### config.mk
export PLATFORM = sky130hd
export DESIGN_NAME = fat_timestamp_conversion
export DESIGN_NICKNAME = d
export VERILOG_FILES = /design/src/rtl/fatts_pkg.sv /design/src/rtl/fatts_ctrl.sv /design/src/rtl/fatts_dp.sv /design/src/rtl/fat_timestamp_conversion.sv
export SDC_FILE = /design/constraint.sdc
export NUM_CORES = 2
export LEC_CHECK = 0
export ABC_AREA = 1
export BUFFER_PORTS_ARGS = -buffer_cell sky130_fd_sc_hd__buf_2
export CORE_MARGIN = 2
export CORE_UTILIZATION = 55
export DETAILED_ROUTE_END_ITERATION = 8
export GPL_ROUTABILITY_DRIVEN = 1
export GPL_TIMING_DRIVEN = 0
export PLACE_DENSITY = 0.82
export SYNTH_ARGS = -nofsm -noshare
export SYNTH_HDL_FRONTEND = slang
export SYNTH_HIERARCHICAL = 1
export SYNTH_SLANG_ARGS = --single-unit
### constraint.sdc
create_clock -name i_clk -period 24.5 [get_ports i_clk]
set_input_delay 4.9 -clock i_clk [delete_from_list [all_inputs] [get_ports i_clk]]
set_output_delay 4.9 -clock i_clk [all_outputs]
set_load 0.005 [all_outputs]
### src/rtl/fatts_pkg.sv
`timescale 1ns / 1ps
// ----------------------------------------------------------------------------
// fatts_pkg
// Shared types, constants and calendar tables for the FAT timestamp converter.
// ----------------------------------------------------------------------------
package fatts_pkg;

    localparam int DATA_W  = 72;
    localparam int TZ_W    = 12;
    localparam int STAMP_W = 32;
    localparam int SECS_W  = 33;

    localparam logic [11:0] DIV_MIN       = 12'd60;
    localparam logic [11:0] DIV_DAY       = 12'd1440;
    // reciprocals scaled by 2^35: 1/15 after a shift by 2, 1/45 after a shift by 5
    localparam logic [31:0] RECIP_MIN     = 32'd2290649225;
    localparam logic [31:0] RECIP_DAY     = 32'd763549742;
    localparam logic [29:0] MIN_LO        = 30'd5258880;
    localparam logic [29:0] MIN_HI        = 30'd72580320;
    localparam logic [15:0] DAYS_TO_1980  = 16'd3652;
    localparam logic [15:0] DAYS_DAY0     = 16'd3651;
    localparam logic [6:0]  YEAR_2100     = 7'd120;
    localparam logic [3:0]  MON_FEB       = 4'd2;
    localparam logic [8:0]  LEAP_DOY      = 9'd59;
    localparam logic [8:0]  FEB29_CODE    = {4'd2, 5'd29};

    localparam logic [3:0]  CYC_YEAR      = 4'd7;
    localparam logic [2:0]  YEAR_TOP_BIT  = 3'd6;

    typedef enum logic [3:0] {
        S_IDLE,
        S_DAYS,
        S_MINS,
        S_SECS,
        S_DIV_SEC,
        S_TZ,
        S_DIV_DAY,
        S_SPLIT,
        S_DIV_HOUR,
        S_HM,
        S_YEAR,
        S_DOY,
        S_PACK,
        S_DONE
    } t_state;

    typedef enum logic [3:0] {
        OP_IDLE,
        OP_LOAD,
        OP_DAYS,
        OP_MINS,
        OP_SECS,
        OP_DIV,
        OP_TZ,
        OP_SPLIT,
        OP_HM,
        OP_YEAR,
        OP_DOY,
        OP_PACK,
        OP_OUT
    } t_op;

    typedef struct packed {
        t_op        op;
        logic [2:0] bit_idx;
    } t_cmd;

    typedef struct packed {
        logic range_err;
    } t_sts;

    // days before the first of each month, non-leap year
    function automatic logic [8:0] cum_days(input logic [3:0] mon);
        logic [8:0] d;
        case (mon)
            4'd2:    d = 9'd31;
            4'd3:    d = 9'd59;
            4'd4:    d = 9'd90;
            4'd5:    d = 9'd120;
            4'd6:    d = 9'd151;
            4'd7:    d = 9'd181;
            4'd8:    d = 9'd212;
            4'd9:    d = 9'd243;
            4'd10:   d = 9'd273;
            4'd11:   d = 9'd304;
            4'd12:   d = 9'd334;
            default: d = 9'd0;
        endcase
        return d;
    endfunction

    // year counted from 1980
    function automatic logic is_leap(input logic [6:0] y);
        return (y[1:0] == 2'b00) && (y != YEAR_2100);
    endfunction

    // days from 1980-01-01 to january 1st of the given year
    function automatic logic [15:0] year_start(input logic [6:0] y);
        logic [15:0] base;
        logic [15:0] leaps;
        base  = 16'(y) * 16'd365;
        leaps = 16'((8'(y) + 8'd3) >> 2);
        if (y > YEAR_2100) begin
            leaps = leaps - 16'd1;
        end
        return base + leaps;
    endfunction

endpackage

### src/rtl/fatts_ctrl.sv
`timescale 1ns / 1ps
// ----------------------------------------------------------------------------
// fatts_ctrl
// Sequencer for the timestamp converter: steps the datapath through either
// conversion direction and owns the stream handshakes.
// ----------------------------------------------------------------------------
module fatts_ctrl
    import fatts_pkg::*;
(
    input  logic i_clk,
    input  logic i_rst_n,
    input  logic i_s_tvalid,
    input  logic i_kind,
    output logic o_s_tready,
    output logic o_m_tvalid,
    input  logic i_m_tready,
    input  t_sts i_sts,
    output t_cmd o_cmd
);

    t_state     r_state;
    t_state     n_state;
    logic [3:0] r_cnt;
    logic [3:0] n_cnt;
    logic       r_m_valid;
    logic       n_m_valid;
    logic       out_free;

    assign out_free = !r_m_valid || i_m_tready;

    always_ff @(posedge i_clk) begin
        if (!i_rst_n) begin
            r_state   <= S_IDLE;
            r_cnt     <= '0;
            r_m_valid <= 1'b0;
        end else begin
            r_state   <= n_state;
            r_cnt     <= n_cnt;
            r_m_valid <= n_m_valid;
        end
    end

    // next state
    always_comb begin
        n_state = r_state;
        n_cnt   = '0;
        unique case (r_state)
            S_IDLE: begin
                if (i_s_tvalid) begin
                    n_state = i_kind ? S_DIV_SEC : S_DAYS;
                end
            end
            S_DAYS:  n_state = S_MINS;
            S_MINS:  n_state = S_SECS;
            S_SECS:  n_state = S_DONE;
            S_DIV_SEC: n_state = S_TZ;
            S_TZ:    n_state = S_DIV_DAY;
            S_DIV_DAY: begin
                if (i_sts.range_err) begin
                    n_state = S_DONE;
                end else begin
                    n_state = S_SPLIT;
                end
            end
            S_SPLIT: n_state = S_DIV_HOUR;
            S_DIV_HOUR: n_state = S_HM;
            S_HM:    n_state = S_YEAR;
            S_YEAR: begin
                if (r_cnt == CYC_YEAR - 4'd1) begin
                    n_state = S_DOY;
                end else begin
                    n_cnt = r_cnt + 4'd1;
                end
            end
            S_DOY:   n_state = S_PACK;
            S_PACK:  n_state = S_DONE;
            S_DONE: begin
                if (out_free) begin
                    n_state = S_IDLE;
                end
            end
            default: n_state = S_IDLE;
        endcase
    end

    // datapath commands and handshakes
    always_comb begin
        o_cmd.op      = OP_IDLE;
        o_cmd.bit_idx = YEAR_TOP_BIT - r_cnt[2:0];
        unique case (r_state)
            S_IDLE:     o_cmd.op = i_s_tvalid ? OP_LOAD : OP_IDLE;
            S_DAYS:     o_cmd.op = OP_DAYS;
            S_MINS:     o_cmd.op = OP_MINS;
            S_SECS:     o_cmd.op = OP_SECS;
            S_DIV_SEC:  o_cmd.op = OP_DIV;
            S_TZ:       o_cmd.op = OP_TZ;
            S_DIV_DAY:  o_cmd.op = OP_DIV;
            S_SPLIT:    o_cmd.op = OP_SPLIT;
            S_DIV_HOUR: o_cmd.op = OP_DIV;
            S_HM:       o_cmd.op = OP_HM;
            S_YEAR:     o_cmd.op = OP_YEAR;
            S_DOY:      o_cmd.op = OP_DOY;
            S_PACK:     o_cmd.op = OP_PACK;
            S_DONE:     o_cmd.op = out_free ? OP_OUT : OP_IDLE;
            default:    o_cmd.op = OP_IDLE;
        endcase
    end

    always_comb begin
        if ((r_state == S_DONE) && out_free) begin
            n_m_valid = 1'b1;
        end else if (r_m_valid && i_m_tready) begin
            n_m_valid = 1'b0;
        end else begin
            n_m_valid = r_m_valid;
        end
    end

    assign o_s_tready = (r_state == S_IDLE) && i_rst_n;
    assign o_m_tvalid = r_m_valid;

endmodule

### src/rtl/fatts_dp.sv
`timescale 1ns / 1ps
// ----------------------------------------------------------------------------
// fatts_dp
// Datapath: constant divider, year search, month lookup, packing and the
// result register.
// ----------------------------------------------------------------------------
module fatts_dp
    import fatts_pkg::*;
(
    input  logic                 i_clk,
    input  logic                 i_rst_n,
    input  logic                 i_cfg_wen,
    input  logic [TZ_W-1:0]      i_cfg_wdata,
    input  t_cmd                 i_cmd,
    input  logic                 i_kind,
    input  logic [STAMP_W-1:0]   i_dos_stamp,
    input  logic [SECS_W-1:0]    i_unix_seconds,
    output t_sts                 o_sts,
    output logic [SECS_W-1:0]    o_seconds_out,
    output logic [STAMP_W-1:0]   o_dos_out,
    output logic                 o_range_error
);

    logic [TZ_W-1:0]    r_tz;

    logic               r_kind,    n_kind;
    logic               r_err,     n_err;
    logic [STAMP_W-1:0] r_stamp,   n_stamp;
    logic [SECS_W-1:0]  r_num,     n_num;
    logic               r_dsel,    n_dsel;
    logic [SECS_W-1:0]  r_acc,     n_acc;
    logic [4:0]         r_sec2,    n_sec2;
    logic [5:0]         r_min,     n_min;
    logic [4:0]         r_hour,    n_hour;
    logic [15:0]        r_doy,     n_doy;
    logic [6:0]         r_year,    n_year;
    logic [STAMP_W-1:0] r_word,    n_word;
    logic [SECS_W-1:0]  r_sec_out, n_sec_out;
    logic [STAMP_W-1:0] r_dos_out, n_dos_out;
    logic               r_err_out, n_err_out;

    logic [30:0]        div_opnd;
    logic [31:0]        div_recip;
    logic [62:0]        div_prod;
    logic [SECS_W-1:0]  div_quo;
    logic [5:0]         rem_min;
    logic [10:0]        rem_day;

    logic [6:0]         k0_year;
    logic [3:0]         k0_mon;
    logic [15:0]        days_k0;
    logic [26:0]        day_min;
    logic [11:0]        hm;
    logic [27:0]        mins_k0;
    logic [SECS_W-1:0]  secs_k0;

    logic [29:0]        mins_k1;
    logic               mins_err;
    logic [6:0]         year_cand;
    logic               leap_y;
    logic [8:0]         doy_adj;
    logic [3:0]         mon0;
    logic [8:0]         day_ofs;
    logic [8:0]         dcode;

    always_ff @(posedge i_clk) begin
        if (!i_rst_n) begin
            r_tz <= '0;
        end else if (i_cfg_wen) begin
            r_tz <= i_cfg_wdata;
        end
    end

    // quotient by 60 or 1440 via a reciprocal multiply, remainder in the next step
    assign div_opnd  = r_dsel ? {9'b0, r_num[26:5]} : r_num[32:2];
    assign div_recip = r_dsel ? RECIP_DAY : RECIP_MIN;
    assign div_prod  = 63'(div_opnd) * 63'(div_recip);
    assign div_quo   = {5'b0, div_prod[62:35]};
    assign rem_min   = r_acc[5:0] - 6'(r_num[5:0] * DIV_MIN[5:0]);
    assign rem_day   = r_acc[10:0] - 11'(r_num[10:0] * DIV_DAY[10:0]);

    // packed word to seconds
    assign k0_year = r_stamp[31:25];
    assign k0_mon  = r_stamp[24:21];
    assign days_k0 = DAYS_DAY0 + year_start(k0_year)
                   + 16'(is_leap(k0_year) && (k0_mon > MON_FEB))
                   + 16'(cum_days(k0_mon)) + 16'(r_stamp[20:16]);
    assign day_min = 27'(r_acc[15:0]) * 27'd1440;
    assign hm      = 12'(12'(r_stamp[15:11]) * 12'd60) + 12'(r_stamp[10:5]);
    assign mins_k0 = 28'(day_min) + 28'(hm) + {{16{r_tz[TZ_W-1]}}, r_tz};
    assign secs_k0 = 33'(r_acc[27:0]) * 33'd60 + {27'b0, r_stamp[4:0], 1'b0};

    // seconds to packed word
    assign mins_k1  = {2'b00, r_num[27:0]} - {{18{r_tz[TZ_W-1]}}, r_tz};
    assign mins_err = ($signed(mins_k1) < $signed(MIN_LO))
                   || ($signed(mins_k1) >= $signed(MIN_HI));
    assign year_cand = r_year | (7'd1 << i_cmd.bit_idx);
    assign leap_y    = is_leap(r_year);
    assign doy_adj   = (leap_y && (r_doy[8:0] > LEAP_DOY)) ? r_doy[8:0] - 9'd1 : r_doy[8:0];

    always_comb begin
        mon0 = '0;
        for (int k = 0; k < 11; k++) begin
            if (cum_days(4'(k + 2)) <= doy_adj) begin
                mon0 = mon0 + 4'd1;
            end
        end
    end

    assign day_ofs = doy_adj - cum_days(mon0 + 4'd1);
    assign dcode   = (leap_y && (r_doy[8:0] == LEAP_DOY))
                   ? FEB29_CODE : {mon0 + 4'd1, 5'(day_ofs + 9'd1)};

    always_comb begin
        n_kind    = r_kind;
        n_err     = r_err;
        n_stamp   = r_stamp;
        n_num     = r_num;
        n_dsel    = r_dsel;
        n_acc     = r_acc;
        n_sec2    = r_sec2;
        n_min     = r_min;
        n_hour    = r_hour;
        n_doy     = r_doy;
        n_year    = r_year;
        n_word    = r_word;
        n_sec_out = r_sec_out;
        n_dos_out = r_dos_out;
        n_err_out = r_err_out;
        unique case (i_cmd.op)
            OP_LOAD: begin
                n_kind  = i_kind;
                n_err   = 1'b0;
                n_stamp = i_dos_stamp;
                n_num   = i_unix_seconds;
                n_dsel  = 1'b0;
            end
            OP_DAYS: n_acc = {17'b0, days_k0};
            OP_MINS: n_acc = {5'b0, mins_k0};
            OP_SECS: n_acc = secs_k0;
            OP_DIV: begin
                n_num = div_quo;
                n_acc = r_num;
            end
            OP_TZ: begin
                n_sec2 = rem_min[5:1];
                n_err  = mins_err;
                n_num  = {6'b0, mins_k1[26:0]};
                n_dsel = 1'b1;
            end
            OP_SPLIT: begin
                n_doy  = r_num[15:0] - DAYS_TO_1980;
                n_num  = {22'b0, rem_day};
                n_dsel = 1'b0;
                n_year = '0;
            end
            OP_HM: begin
                n_hour = r_num[4:0];
                n_min  = rem_min;
            end
            OP_YEAR: begin
                if (year_start(year_cand) <= r_doy) begin
                    n_year = year_cand;
                end
            end
            OP_DOY:  n_doy = r_doy - year_start(r_year);
            OP_PACK: n_word = {r_year, dcode, r_hour, r_min, r_sec2};
            OP_OUT: begin
                n_sec_out = r_kind ? '0 : r_acc;
                n_dos_out = (r_kind && !r_err) ? r_word : '0;
                n_err_out = r_kind && r_err;
            end
            OP_IDLE: ;
            default: ;
        endcase
    end

    always_ff @(posedge i_clk) begin
        r_kind    <= n_kind;
        r_err     <= n_err;
        r_stamp   <= n_stamp;
        r_num     <= n_num;
        r_dsel    <= n_dsel;
        r_acc     <= n_acc;
        r_sec2    <= n_sec2;
        r_min     <= n_min;
        r_hour    <= n_hour;
        r_doy     <= n_doy;
        r_year    <= n_year;
        r_word    <= n_word;
        r_sec_out <= n_sec_out;
        r_dos_out <= n_dos_out;
        r_err_out <= n_err_out;
    end

    assign o_sts.range_err = r_err;
    assign o_seconds_out   = r_sec_out;
    assign o_dos_out       = r_dos_out;
    assign o_range_error   = r_err_out;

endmodule

### src/rtl/fat_timestamp_conversion.sv
`timescale 1ns / 1ps
// ----------------------------------------------------------------------------
// fat_timestamp_conversion
// Converts between the packed FAT date-time word and seconds since 1970.
// ----------------------------------------------------------------------------
// One item is worked on at a time. A packed-word-to-seconds transfer steps
// through the day, minute and second sums. In a seconds-to-packed-word transfer
// the divisions by 60 and 1440 and the hour split each use a reciprocal
// multiply, with the remainder worked out in the step that follows, and the
// year is found by a 7-step binary search over computed year-start day counts;
// out-of-range seconds go to the output straight after the division by 1440.
// o_s_axis_tready rises together with o_m_axis_tvalid, as the result enters the
// output register, and the output register holds the result until the sink
// takes it. The time-zone register may be written only while no item is in
// flight.
module fat_timestamp_conversion
    import fatts_pkg::*;
(
    input  logic              i_clk,
    input  logic              i_rst_n,
    input  logic              i_cfg_wen,
    input  logic [TZ_W-1:0]   i_cfg_wdata,     // tz_minutes_west, signed
    input  logic              i_s_axis_tvalid,
    output logic              o_s_axis_tready,
    input  logic [DATA_W-1:0] i_s_axis_tdata,  // dos_stamp[31:0], unix_seconds[64:32]
    input  logic              i_s_axis_tuser,  // kind
    output logic              o_m_axis_tvalid,
    input  logic              i_m_axis_tready,
    output logic [DATA_W-1:0] o_m_axis_tdata,  // seconds_out[32:0], dos_out[64:33]
    output logic              o_m_axis_tuser   // range_error
);

    t_cmd               cmd;
    t_sts               sts;
    logic [SECS_W-1:0]  seconds_out;
    logic [STAMP_W-1:0] dos_out;

    fatts_ctrl u_ctrl (
        .i_clk      (i_clk),
        .i_rst_n    (i_rst_n),
        .i_s_tvalid (i_s_axis_tvalid),
        .i_kind     (i_s_axis_tuser),
        .o_s_tready (o_s_axis_tready),
        .o_m_tvalid (o_m_axis_tvalid),
        .i_m_tready (i_m_axis_tready),
        .i_sts      (sts),
        .o_cmd      (cmd)
    );

    fatts_dp u_dp (
        .i_clk          (i_clk),
        .i_rst_n        (i_rst_n),
        .i_cfg_wen      (i_cfg_wen),
        .i_cfg_wdata    (i_cfg_wdata),
        .i_cmd          (cmd),
        .i_kind         (i_s_axis_tuser),
        .i_dos_stamp    (i_s_axis_tdata[STAMP_W-1:0]),
        .i_unix_seconds (i_s_axis_tdata[STAMP_W+SECS_W-1:STAMP_W]),
        .o_sts          (sts),
        .o_seconds_out  (seconds_out),
        .o_dos_out      (dos_out),
        .o_range_error  (o_m_axis_tuser)
    );

    assign o_m_axis_tdata = {{(DATA_W-SECS_W-STAMP_W){1'b0}}, dos_out, seconds_out};

endmodule

==> results.txt <==
Register-to-register setup slack -> 14.78 ns
Hold Crit Class -> reg -> reg
Leading area contributor after synthesis -> fa_1
Multi-input logic area -> 0.0325 mm2
Total track usage -> 30.3%
TritonCTS buffer count -> 35
Period utilisation layout -> 44.3%
Worst R2R Start -> u_dp/r_dsel
Crit-path most repeated cell -> buf_2
Max Cap Violations -> 0
Skew final -> 0.0354 ns
Nets@finish -> 6856
Routed via count -> 36100
Final Hold Fails -> 0
Core region area -> 0.0807 mm2
Async set-reset flop share out of synthesis -> 0%
Port Buffers -> 150
FF+latch area -> 0.00775 mm2
# resized after CTS -> 0
Synth Instances -> 5206
Largest net degree at the start of global routing -> 34
Final non-filler cell area -> 0.0486 mm2
Worst-Margin Slew -> 1.16 ns
Drt total wl -> 126 mm
Slowest-stage cell, CP -> nor2_1
Syn_area_per_cell -> 8.63 um2
Starting Density -> 55.7%
Root buffer cell -> clkbuf_16
Crit end category -> output port
Vias in the first global route -> 37000
Startpoint class of the critical path -> input port
Setup bufs post-CTS -> 0
Crit path largest cell delay -> 0.44 ns
Main flop type after synthesis -> edfxtp_1
CTS tree -> yes
CP startpoint -> i_rst_n
Drt drc -> 0
Iteration-0 DRC Markers -> 3186
Most frequent cells in the layout -> inv_1 (1247), ha_1 (751), nand2_1 (677)
WL/cell -> 19.2 um
Fin. max-slew vios -> 0
Synth top area share -> 24.5%
P&R area growth vs syn -> 8.14%
Die Wd -> 290 um
Die Area -> 0.0840 mm2
Synth area leaders -> fa_1 (25%), ha_1 (21%), edfxtp_1 (16%)
Worst Hold End -> u_dp/r_word[5]
Hold path cells -> 0
R2r endpoint -> u_dp/r_num[23]
Initial antenna violation count -> 3
Core Rows -> 104
FF-to-FF path depth -> 34
Cell Area, Placed -> 0.0474 mm2
Setup-failing EPs final -> 0
Status -> finished clean
Hpwl dp -> 108 mm
Hold slack -> 0.416 ns
RSZ-0062 raised after global routing -> false
Slew headroom -> 22.0%
H-tree depth -> 2
Hold-fix buffers, CTS -> 0
Pre-antenna DRT Iters -> 6
Setup TNS -> 0 ns
CTS max path bufs -> 3
CTS sink cnt -> 268
Routed Antenna Nets -> 0
Number of synthesized flops with an enable pin -> 238
Fillers -> 6921
GRT overflow -> 0
Routability cong. -> 1.05
Clock transition at the registers of the reported paths -> 0.06 ns
Layout cell share with drive strength beyond 1 -> 6.38%
Die height -> 290 um
Most common cell after layout, fill and taps aside -> inv_1
Yosys reg bits -> 268
Ports -> 165
Final Critical Period -> 10.85 ns
Synthesized area -> 0.0449 mm2
Unique masters post-synth -> 61
WS Path Type -> in -> out
Sequential-to-total area share from yosys stat -> 17.2%
Routed vias/inst -> 5.51
Hold Path Origin -> u_dp/r_min[0]
Crit-path cells -> buf_2 > inv_1 > nor2_1 > buf_2
Crit-path max FO -> 6
Worst path required time -> 19.60 ns
Crit path DAT -> 5.95 ns
Critical path's top delay family -> buffers and inverters
Synth warn -> 6
F_max -> 0.0922 GHz
Buffers plus inverters on the worst setup path -> 3
First-pass GRT wire length -> 199 mm
Skew-Pair Late Insertion Delay -> 0.58 ns
-- logic make-up after synthesis --
family	count (synthesis)	synth area share, %
compound gates	642	8.17
xor+xnor	174	3.39
fa+ha+maj	1302	45.5
buf+inv	1322	11.1
flops	268	17.2
mux	1	0.0223
other cells	3	0.0251
simple gates	1494	14.6
-- routing by layer --
layer	global-route usage, %	vias up	part of all wire (%)
met4	11.1	2	4.1
met1	39.7	17400	41
met2	49.3	1475	46
met5	0	-	0.011
li1	-	17000	-
met3	6.92	251	9.8
-- cell type report --
class / instances / share of cell area [%]
Multi-Input combinational cell: 3680 / 66.8
Sequential cell: 268 / 15.9
Inverter: 1264 / 9.76
Tap cell: 1060 / 2.73
Clock buffer: 39 / 1.83
Timing Repair Buffer: 157 / 1.70
Clock inverter: 24 / 0.716
Buffer: 58 / 0.533
Antenna cell: 1 / 0.00515
-- how the worst max path moves through the flow --
stage,endpoint,slack [ns],depth (start not counted)
after global routing,o_s_axis_tready,13.71,4
after detailed placement,o_s_axis_tready,13.75,4
final,o_s_axis_tready,13.65,4
after CTS,o_s_axis_tready,13.74,4
after floorplan,u_dp/o_dos_out[0],14.08,6
after global placement,u_dp/o_seconds_out[28],11.92,7
-- synthesized netlist by cell type (11+ instances only) --
| library cell | count |
|---|---|
| edfxtp_1 | 238 |
| nand2_1 | 679 |
| nor2_1 | 403 |
| clkbuf_1 | 46 |
| dfxtp_1 | 30 |
| o21ai_0 | 163 |
| a31oi_1 | 18 |
| nand2_2 | 24 |
| nand4_1 | 35 |
| o22ai_1 | 14 |
| xnor2_1 | 53 |
| xor2_1 | 121 |
| inv_1 | 1248 |
| inv_2 | 12 |
| fa_1 | 551 |
| a21o_1 | 12 |
| nor3_1 | 31 |
| nand3b_1 | 19 |
| a21oi_1 | 298 |
| nand3_1 | 203 |
| ha_1 | 751 |
| or2_2 | 37 |
| o21bai_1 | 14 |
| o2111ai_1 | 21 |
| nand2_4 | 11 |
| o21a_1 | 17 |
| o211ai_1 | 32 |
-- metrics by stage --
step,cells,worst slack (ns),utilization [%]
floorplan,5270,14.08,-
global placement,6480,11.92,58.6
detailed placement,6487,13.75,58.7
CTS,6550,13.74,60.2
global route,6550,13.71,60.2
finish,6551,13.65,60.2
-- sequential cells by signal, summed over array words and instances (netlist names), 7 cells and up, named ones only --
signal / flops
u_dp/r_tz: 12
u_dp/o_dos_out: 32
u_dp/r_num: 33
u_dp/r_acc: 33
u_dp/o_seconds_out: 33
u_dp/r_doy: 16
u_dp/r_word: 32
u_dp/r_year: 7
u_dp/r_stamp: 32
Power is left out: the tool's default activity adds up to more than one toggle a clock period on the data nets, which glitch-free logic cannot reach.
